--- src/sv/mlfc_pkg.sv ---
// shared types and constants of the meter line frame checker
`default_nettype none

package mlfc_pkg;

  // line store geometry
  localparam int unsigned MaxLine    = 63;
  localparam int unsigned StoreDepth = 64;
  localparam int unsigned AddrW      = 6;
  localparam int unsigned CountW     = 7;
  localparam int unsigned CharW      = 7;
  localparam int unsigned SumW       = 6;
  localparam int unsigned MinLenW    = 6;
  localparam int unsigned RxW        = 8;

  // checksum bias added to the 6-bit sum
  localparam logic [CharW-1:0] ChecksumBias = 7'h20;

  // configuration register indexes and reset values
  localparam int unsigned CfgIdxW  = 2;
  localparam int unsigned CfgDataW = 7;
  localparam logic [CfgIdxW-1:0] CfgStartChar = 2'd0;
  localparam logic [CfgIdxW-1:0] CfgEndChar   = 2'd1;
  localparam logic [CfgIdxW-1:0] CfgMinLength = 2'd2;

  localparam logic [CharW-1:0]   StartCharRst = 7'd10;
  localparam logic [CharW-1:0]   EndCharRst   = 7'd13;
  localparam logic [MinLenW-1:0] MinLengthRst = 6'd4;

  // configuration seen by the checker
  typedef struct packed {
    logic [CharW-1:0]   start_char;
    logic [CharW-1:0]   end_char;
    logic [MinLenW-1:0] min_length;
  } cfg_t;

  // line store access request
  typedef struct packed {
    logic             we;
    logic [AddrW-1:0] waddr;
    logic [CharW-1:0] wdata;
    logic             re;
    logic [AddrW-1:0] raddr;
  } mem_req_t;

endpackage

`default_nettype wire

--- src/sv/mlfc_if.sv ---
// input and output channel interfaces of the meter line frame checker
`default_nettype none

interface mlfc_in_if;
  logic       valid;
  logic       ready;
  logic [7:0] rx_byte;

  modport source (output valid, output rx_byte, input ready);
  modport sink (input valid, input rx_byte, output ready);
endinterface

interface mlfc_out_if;
  logic       valid;
  logic       ready;
  logic [6:0] line_byte;
  logic       line_last;

  modport source (output valid, output line_byte, output line_last, input ready);
  modport sink (input valid, input line_byte, input line_last, output ready);
endinterface

`default_nettype wire

--- src/sv/mlfc_store.sv ---
// line store memory with one write port and one registered read port
`default_nettype none

module mlfc_store import mlfc_pkg::*; (
  input  wire logic             clk_i,
  input  wire mem_req_t         req_i,
  output logic      [CharW-1:0] rd_data_o
);

  logic [CharW-1:0] mem [StoreDepth];
  logic [CharW-1:0] rd_data_q;

  // write and registered read
  always_ff @(posedge clk_i) begin
    if (req_i.we) begin
      mem[req_i.waddr] <= req_i.wdata;
    end
    if (req_i.re) begin
      rd_data_q <= mem[req_i.raddr];
    end
  end

  assign rd_data_o = rd_data_q;

endmodule

`default_nettype wire

--- src/sv/mlfc_ctrl.sv ---
// line collector, checksum test and replay sequencer
`default_nettype none

module mlfc_ctrl import mlfc_pkg::*; (
  input  wire logic         clk_i,
  input  wire logic         rst_ni,
  input  wire cfg_t         cfg_i,
  mlfc_in_if.sink           in_ch,
  mlfc_out_if.source        out_ch
);

  typedef enum logic [1:0] {
    StIdle = 2'b01,
    StLoad = 2'b10
  } state_e;

  state_e              state_q, state_d;
  logic [CountW-1:0]   count_q, count_d;
  logic [SumW-1:0]     sum_q, sum_d;
  logic [CharW-1:0]    prev_q, prev_d;
  logic                out_valid_q, out_valid_d;
  logic [AddrW-1:0]    idx_q, idx_d;
  logic [AddrW-1:0]    len_q, len_d;
  logic [CharW-1:0]    out_byte_q, out_byte_d;
  logic                out_last_q, out_last_d;

  mem_req_t            mem_req;
  logic [CharW-1:0]    rd_data;

  logic [CharW-1:0]    rx_char;
  logic                in_fire;
  logic                out_free;
  logic                is_start;
  logic                is_end;
  logic                in_range;
  logic                sum_ok;
  logic                at_last;

  mlfc_store u_store (
    .clk_i     (clk_i),
    .req_i     (mem_req),
    .rd_data_o (rd_data)
  );

  // handshake and decode
  assign in_ch.ready = (state_q == StIdle);
  assign in_fire     = in_ch.valid && in_ch.ready;
  assign out_free    = !out_valid_q || out_ch.ready;
  assign rx_char     = in_ch.rx_byte[CharW-1:0];
  assign is_start    = (rx_char == cfg_i.start_char);
  assign is_end      = !is_start && (rx_char == cfg_i.end_char);
  assign in_range    = (count_q != '0)
                    && ((count_q + CountW'(1)) >= {1'b0, cfg_i.min_length})
                    && (count_q <= CountW'(MaxLine - 1));
  assign sum_ok      = (({1'b0, sum_q} + ChecksumBias) == prev_q);
  assign at_last     = (idx_q == (len_q - AddrW'(1)));

  // sequencer
  always_comb begin
    state_d     = state_q;
    count_d     = count_q;
    sum_d       = sum_q;
    prev_d      = prev_q;
    idx_d       = idx_q;
    len_d       = len_q;
    out_valid_d = out_valid_q && !out_ch.ready;
    out_byte_d  = out_byte_q;
    out_last_d  = out_last_q;
    mem_req     = '0;
    mem_req.waddr = count_q[AddrW-1:0];
    mem_req.wdata = rx_char;
    mem_req.raddr = idx_q + AddrW'(1);

    unique case (state_q)
      StIdle: begin
        if (in_fire) begin
          if (is_start) begin
            count_d = '0;
            sum_d   = '0;
            prev_d  = '0;
          end else if (is_end) begin
            if (in_range) begin
              if (sum_ok) begin
                mem_req.re    = 1'b1;
                mem_req.raddr = '0;
                idx_d         = '0;
                len_d         = count_q[AddrW-1:0];
                state_d       = StLoad;
              end
              count_d = '0;
              sum_d   = '0;
              prev_d  = '0;
            end
          end else if (count_q <= CountW'(MaxLine)) begin
            mem_req.we = 1'b1;
            if (count_q != '0) begin
              sum_d = sum_q + prev_q[SumW-1:0];
            end
            prev_d  = rx_char;
            count_d = count_q + CountW'(1);
          end else begin
            count_d = '0;
            sum_d   = '0;
            prev_d  = '0;
          end
        end
      end
      StLoad: begin
        if (out_free) begin
          out_valid_d = 1'b1;
          out_byte_d  = rd_data;
          out_last_d  = at_last;
          if (at_last) begin
            state_d = StIdle;
          end else begin
            mem_req.re = 1'b1;
            idx_d      = idx_q + AddrW'(1);
          end
        end
      end
      default: begin
        state_d = StIdle;
      end
    endcase
  end

  // control registers
  always_ff @(posedge clk_i or negedge rst_ni) begin
    if (!rst_ni) begin
      state_q     <= StIdle;
      count_q     <= '0;
      sum_q       <= '0;
      prev_q      <= '0;
      out_valid_q <= 1'b0;
    end else begin
      state_q     <= state_d;
      count_q     <= count_d;
      sum_q       <= sum_d;
      prev_q      <= prev_d;
      out_valid_q <= out_valid_d;
    end
  end

  // replay index and output word
  always_ff @(posedge clk_i) begin
    idx_q      <= idx_d;
    len_q      <= len_d;
    out_byte_q <= out_byte_d;
    out_last_q <= out_last_d;
  end

  assign out_ch.valid     = out_valid_q;
  assign out_ch.line_byte = out_byte_q;
  assign out_ch.line_last = out_last_q;

`ifndef SYNTHESIS
  // byte count never runs past one over the line limit
  assert property (@(posedge clk_i) disable iff (!rst_ni)
    count_q <= CountW'(MaxLine + 1))
    else $error("byte count beyond line limit");

  // replay index stays inside the replayed line
  assert property (@(posedge clk_i) disable iff (!rst_ni)
    (state_q == StLoad) |-> (len_q != '0) && (idx_q < len_q))
    else $error("replay index outside line");

  // loading the last word ends the replay
  assert property (@(posedge clk_i) disable iff (!rst_ni)
    (state_q == StLoad) && out_free && at_last |=> (state_q == StIdle) && out_last_q)
    else $error("replay did not end on last word");

  // a passing end character starts a replay with a cleared line
  assert property (@(posedge clk_i) disable iff (!rst_ni)
    in_fire && is_end && in_range && sum_ok |=> (state_q == StLoad) && (count_q == '0))
    else $error("valid line did not start replay");
`endif

endmodule

`default_nettype wire

--- src/flat_wrapper.sv ---
// flat-port wrapper written by rule: the top's interface ports become plain ports
module mlfc_ctrl_flat import mlfc_pkg::*;
  (clk_i, rst_ni, cfg_i, in_ch_valid, in_ch_rx_byte, in_ch_ready, out_ch_valid, out_ch_line_byte, out_ch_line_last, out_ch_ready);
  mlfc_in_if in_ch_i ();
  mlfc_out_if out_ch_i ();
  input  wire logic clk_i;
  input  wire logic rst_ni;
  input  wire cfg_t cfg_i;
  input wire logic [$bits(in_ch_i.valid)-1:0] in_ch_valid;
  input wire logic [$bits(in_ch_i.rx_byte)-1:0] in_ch_rx_byte;
  output wire logic [$bits(in_ch_i.ready)-1:0] in_ch_ready;
  output wire logic [$bits(out_ch_i.valid)-1:0] out_ch_valid;
  output wire logic [$bits(out_ch_i.line_byte)-1:0] out_ch_line_byte;
  output wire logic [$bits(out_ch_i.line_last)-1:0] out_ch_line_last;
  input wire logic [$bits(out_ch_i.ready)-1:0] out_ch_ready;
  assign in_ch_i.valid = in_ch_valid;
  assign in_ch_i.rx_byte = in_ch_rx_byte;
  assign in_ch_ready = in_ch_i.ready;
  assign out_ch_valid = out_ch_i.valid;
  assign out_ch_line_byte = out_ch_i.line_byte;
  assign out_ch_line_last = out_ch_i.line_last;
  assign out_ch_i.ready = out_ch_ready;
  mlfc_ctrl u_core (.clk_i(clk_i), .rst_ni(rst_ni), .cfg_i(cfg_i), .in_ch(in_ch_i), .out_ch(out_ch_i));
endmodule
--- config.mk ---
export PLATFORM = sky130hd
export DESIGN_NAME = mlfc_ctrl_flat
export DESIGN_NICKNAME = d
export VERILOG_FILES = /design/src/sv/mlfc_pkg.sv /design/src/sv/mlfc_if.sv /design/src/sv/mlfc_store.sv /design/src/sv/mlfc_ctrl.sv /design/src/flat_wrapper.sv
export SDC_FILE = /design/constraint.sdc
export NUM_CORES = 1
export LEC_CHECK = 0
export ABC_AREA = 1
export BUFFER_PORTS_ARGS = -buffer_cell sky130_fd_sc_hd__clkbuf_2
export CORE_AREA = 2 2 215 217
export CTS_BUF_LIST = sky130_fd_sc_hd__clkbuf_4 sky130_fd_sc_hd__clkbuf_8
export DETAILED_ROUTE_END_ITERATION = 8
export DIE_AREA = 0 0 217 219
export PLACE_DENSITY = 0.69
export SLEW_MARGIN = 20
export SYNTH_ARGS = -nofsm -noshare
export SYNTH_HDL_FRONTEND = slang
export SYNTH_SLANG_ARGS = --single-unit
--- constraint.sdc ---
create_clock -name clk_i -period 4.05 [get_ports clk_i]
set_input_delay 0.2025 -clock clk_i [delete_from_list [all_inputs] [get_ports clk_i]]
set_output_delay 0.2025 -clock clk_i [all_outputs]
set_load 0.1 [all_outputs]
### Word level (Yosys, flattened, before mapping)

Memory sizes are Yosys's and may differ from the RTL's. A register that Yosys moved wholly into a read port is not among the register bits.
Index checks and enable logic that the tools add are counted.

* register bits: 43
* output and inout port bits: 10
* input port bits: 32
* RAM bits: 448
* memories kept: 1

* bitwise logic cells: 1
* equal/unequal tests: 16
* add/subtract/negate cells: 5
* order comparisons: 3
* muxes and demuxes: 46
* reduce and logical (&&, ||, !) cells: 17

Memories
* u_core.u_store.mem: depth 64, bits a word 7, read ports 1, clocked after memory_dff 1, write ports 1, line mlfc_store.sv:10 `logic [CharW-1:0] mem [StoreDepth];`

Operators by type and width (count)
* $mux 7: 12
* $mux 6: 13
* $eq 7x7->1: 3
* $le 7x6->1 const B: 2
* $mux 2: 7
* $ne 2x2->1 const B: 6
* $pmux 6 s2: 1
* $mux 1: 11
* $reduce_and 8->1: 1
* $add 6x6->7 const B: 1
* $add 7x1->7 const B: 1
* $ge 7x6->1: 1
* $reduce_and 7->1: 1
* $reduce_bool 7->1: 1
* $add 6x1->6 const B: 1
* $add 6x6->6: 1
* $eq 6x6->1: 1
* $reduce_and 6->1: 1
* $sub 6x1->6 const B: 1
* $logic_and 1x1->1: 5
* $ne 2x1->1 const B: 2
* $ne 4x2->1 const B: 1
* $pmux 2 s2: 1
* $reduce_and 4->1: 1
* other kinds (10): 12

### Logic depth before layout (Yosys ltp)

* depth in word-level cells: 9
* mapped depth: 24
* mapped depth without buffers: 21

### By module

A second synthesis with hierarchy kept.

* cell total of the unflattened synthesis: 1947
* area, all modules: 21498.1 um2

Modules (own cells, without submodules)
* mlfc_store: times used 1, cells each 1590, area an instance 18615.4 um2
* mlfc_ctrl: times used 1, cells each 357, area an instance 2882.8 um2

### Worst setup path before layout

Ideal clock, no wire load.

* path type: reg2reg
* start point: register u_core.state_q[0]
* end point: register u_core.u_store.rd_data_q[0], in the netlist u_core.u_store.rd_data_o[0] (read register of u_core.u_store.mem), enable pin
* library setup time: 0.373 ns
* stages on the path, launching flop included: 8
* data arrival time: 2.725 ns
* path buffers: 2
* period minus slack after synthesis: 3.098 ns
* path slack: 0.952 ns
* path through: dfstp_2 ha_1 nand2_1 nor2_1 nand3_4 buf_4 buf_2 a21oi_1

RTL lines
* start: declaration: line mlfc_ctrl.sv:17 `state_e state_q, state_d;`
* start signal: assignment: line mlfc_ctrl.sv:130 `state_q <= StIdle;`
* start signal: assignment: line mlfc_ctrl.sv:136 `state_q <= state_d;`
* end: declaration: line mlfc_store.sv:11 `logic [CharW-1:0] rd_data_q;`

### Worst setup path in the final report

* start point: register u_core.count_q[3]
* end point: register u_core.u_store.rd_data_q[5], in the netlist u_core.u_store.rd_data_o[5] (read register of u_core.u_store.mem) (data pin)

* longest elaborated chain between the ends: 9
* elaborated cells on any way between the ends: 12
* those cells by class: 1 x add/sub; 2 x order compare; 6 x mux; 3 x reduce/logical

Ends and longest elaborated chain
* start: declaration: line mlfc_ctrl.sv:18 `logic [CountW-1:0] count_q, count_d;`
* start signal: assignment: line mlfc_ctrl.sv:137 `count_q <= count_d;`
* $add 7x1->7: line mlfc_ctrl.sv:53 `&& ((count_q + CountW'(1)) >= {1'b0, cfg_i.min_length})`
* $ge 7x6->1: line mlfc_ctrl.sv:53
* $logic_and 1x1->1: line mlfc_ctrl.sv:53
* $logic_and 1x1->1 *: line mlfc_ctrl.sv:54 `&& (count_q <= CountW'(MaxLine - 1));`
* $mux 7 *: line mlfc_ctrl.sv:82 `if (in_range) begin`
* $mux 7 *: line mlfc_ctrl.sv:81 `end else if (is_end) begin`
* $mux 7 *: line mlfc_ctrl.sv:77 `if (is_start) begin`
* $mux 7 *: line mlfc_ctrl.sv:76 `if (in_fire) begin`
* $pmux 1 s2 / $mux 6 (equally long branches): line mlfc_ctrl.sv:74 `unique case (state_q)`

Mark *: on every way between the ends. The rest lies on a longest branch, timed or not.
A chain may end at the register's enable or synchronous reset.

==> impl_results.md <==
- Clock transition at path regs: 0.06 ns
- Cell area after placement: 23290 µm²
- Nets: 2142
- Starting Density: 49.58%
- R2R Setup Slk: 0.25 ns
- Post-synth EDFFs: 475
- Final setup violation count: 0
- Number of detailed-route iterations in the first pass: 5
- Hold depth: 4
- Hold Path Sink: u_core.count_q[0]$_DFFE_PN0P_
- IO Count: 42
- Asr flop ratio synth: 4.618%
- Leakage: 9.641 nW
- Maxcap violations: 0
- Reg2Reg Depth: 18
- CTS tree: built
- DRC viols: 0
- Via density: 5.608
- Uppermost layer routed: met4
- Met2 routed WL: 27.30 mm
- DIE AREA: 47520 µm²
- Port Buf Inserts: 40
- Met3 WL: 3.921 mm
- Tcrit/Tclk final: 93.90%
- Worst R2R End: u_core.u_store.rd_data_o[5]$_DFFE_PP_
- First-pass GRT wire length: 85.35 mm
- Die H: 219 µm
- Post-synthesis sequential area ratio: 66.38%
- Post-route ant nets: 0
- Clk_skew: 0.02478 ns
- Initial antenna violation count: 0
- Vias in the first global route: 15160
- Starting DRT DRC Count: 1426
- Endpoints failing hold: 0
- Final Cell Area: 24980 µm²
- Fmax: 0.2629 GHz
- P&R area growth vs syn: 11.71%
- CTS Sinks: 498
- Max-slew headroom: 44.21%
- Crit path kind: flop to flop
- RSZ-0062 raised after global routing: false
- Flops & latches, synth: 498
- GPL Wtd Cong: 0.8695
- CP Launch Type: flop
- Routed len/inst: 20.14 µm
- DR vias: 15420
- Total power: 11.10 mW
- Core area: 45090 µm²
- Num CTS Buffers: 81
- Post-Place Cells: 2598
- Largest net degree at the start of global routing: 137
- Worst-margin pin slew: 0.8368 ns
- Crit path DAT: 4.20 ns
- Share of layout cells above drive strength 1: 13.96%
- Endpoint class of the critical path: flop
- Synthesized net count: 2072
- Mapped Cells: 2021
- Synthesized area per cell: 11.06 µm²
- Total congestion overflow: 0
- Met1 wire length: 22.55 mm
- Area of the mapped netlist: 22360 µm²
- Critical Path Source: u_core.count_q[3]$_DFFE_PN0P_
- WP data required: 4.45 ns
- Worst Hold Class: primary input to flop
- Top cell type by total area after synthesis: edfxtp_1
- Main synth FF type: edfxtp_1
- Setup TNS: 0 ns
- Worst skew pair latency: 0.65 ns
- Area share of the leading cell type in the synthesized netlist: 63.80%
- WL final: 55.37 mm
- Unique masters post-synth: 37
- ANT cells: 0
- Clk root buf: clkbuf_8
- # H-tree levels: 3
- Pwr Density: 444.3 nW/µm²
- Minimum clock period: 3.803 ns
- Slew Limit Fails: 0
- Worst r2r src: u_core.count_q[3]$_DFFE_PN0P_
- HPWL Detailed: 33.82 mm
- Hold path startpoint: in_ch_valid
- Outcome: complete, no violations
- Ys Warns: 0
- Max VDD drop: 0.5029 mV
- GRT Util Overall: 23.80%
- Non-Filler Instances: 2749
- Longest Clk Path Bufs: 3
- Row cnt: 78
- Synth area leaders: edfxtp_1, nand3_1, inv_1
- Die width: 217 µm
- CP Max Fanout: 51
[cells by family (layout without fill, tap and decap cells)]
group	after synthesis	in the layout	synth area share [%]
fa+ha+maj	19	19	1.097
buf+inv	350	478	6.352
simple gates	1033	1033	22.52
xor+xnor	23	23	0.9010
flops	498	498	66.38
compound gates	98	98	2.748
[flip-flops by register name, indices dropped and copies added, names as in the netlist]
register                  cells
u_core.state_q                2
u_core.len_q                  6
u_core.u_store.mem          448
u_core.out_ch.valid           1
u_core.count_q                7
u_core.out_ch.line_last       1
u_core.out_ch.line_byte       7
u_core.idx_q                  6
u_core.u_store.rd_data_o      7
u_core.sum_q                  6
u_core.prev_q                 7
[where the power goes]
group | internal (mW) | total (mW) | switching [mW]
registers | 5.81 | 5.89 | 0.0793
clock network | 2.31 | 4.27 | 1.96
logic | 0.281 | 0.934 | 0.653
[worst max path at each step]
| stage | to | slack, ns |
|---|---|---|
| 2_1_floorplan | u_core.u_store.rd_data_o[0]$_DFFE_PP_ | 0.95 |
| 3_3_place_gp | u_core.u_store.rd_data_o[5]$_DFFE_PP_ | 0.26 |
| 3_5_place_dp | u_core.u_store.rd_data_o[5]$_DFFE_PP_ | 0.24 |
| 4_1_cts | u_core.u_store.rd_data_o[5]$_DFFE_PP_ | 0.23 |
| 5_1_grt | u_core.u_store.rd_data_o[5]$_DFFE_PP_ | 0.05 |
| 6_report | u_core.u_store.rd_data_o[5]$_DFFE_PP_ | 0.25 |
[through the flow]
| stage | hold slack (ns) | worst slack (ns) | util, % |
|---|---|---|---|
| 2_1_floorplan | -0.09309 | 0.9522 | - |
| 3_3_place_gp | 0.2365 | 0.2604 | 51.65 |
| 3_5_place_dp | 0.2325 | 0.2424 | 51.65 |
| 4_1_cts | 0.04878 | 0.2305 | 55.31 |
| 5_1_grt | 0.07866 | 0.05013 | 55.39 |
| 6_report | 0.08041 | 0.2469 | 55.39 |
[worst max-delay path, cell delays in order (launching register included)]
cell	delay (ns)
dfrtp_1	0.52
inv_2	0.13
nor2_1	0.19
xor2_1	0.24
inv_1	0.07
ha_1	0.29
a21oi_1	0.18
nand2_1	0.07
nand2_1	0.05
nand2_1	0.09
nand3_4	0.26
nand2_8	0.19
buf_12	0.23
o21ai_0	0.37
nand3_1	0.16
nand3_1	0.17
nand3_1	0.09
nand3_1	0.10
nand2_1	0.08
[Yosys cell counts, types with 22 or more instances]
library cell	number
nand3_1	439
o21ai_0	50
dfrtp_1	22
o2111ai_1	22
or2_2	63
buf_2	46
nor2_1	199
clkbuf_1	50
nand3b_1	106
inv_1	224
edfxtp_1	475
nand2_1	212
[layout make-up]
type | count | area [µm²]
Tap cell | 600 | 750.7
Fill cell | 3760 | 20110
Clock buffer | 108 | 1355
Multi-Input combinational cell | 1173 | 6131
Clock inverter | 33 | 219.0
Inverter | 234 | 885.9
Timing Repair Buffer | 103 | 793.3
Sequential cell | 498 | 14840
[cells in the final DEF, fill, tap and decap left out, types with 10 or more instances in the layout]
master,count
xor2_1,12
nor2_1,199
nand2_1,212
clkbuf_4,21
or2_2,63
o2111ai_1,22
inv_1,223
clkbuf_8,87
clkbuf_2,40
nand3_1,439
o21ai_0,50
buf_4,47
nand3b_1,106
dfrtp_1,22
xnor2_1,10
ha_1,18
clkinv_1,19
edfxtp_1,475
[layer usage]
metal / global-route usage (%) / up-vias
li1: - / 7154
met1: 30.74 / 7566
met2: 40.16 / 595
met3: 4.172 / 101
met4: 9.292 / 0
met5: 0 / -
[timing repair]
| item | CTS | global route |
|---|---|---|
| gates resized for setup | 0 | 4 |
| buffers inserted | 0 | 2 |
| hold buffers | 8 | 0 |
| endpoints found under the setup margin | 0 | 3 |
| hold endpoints to repair | 34 | 0 |
Power figures use the tool's default switching activity.
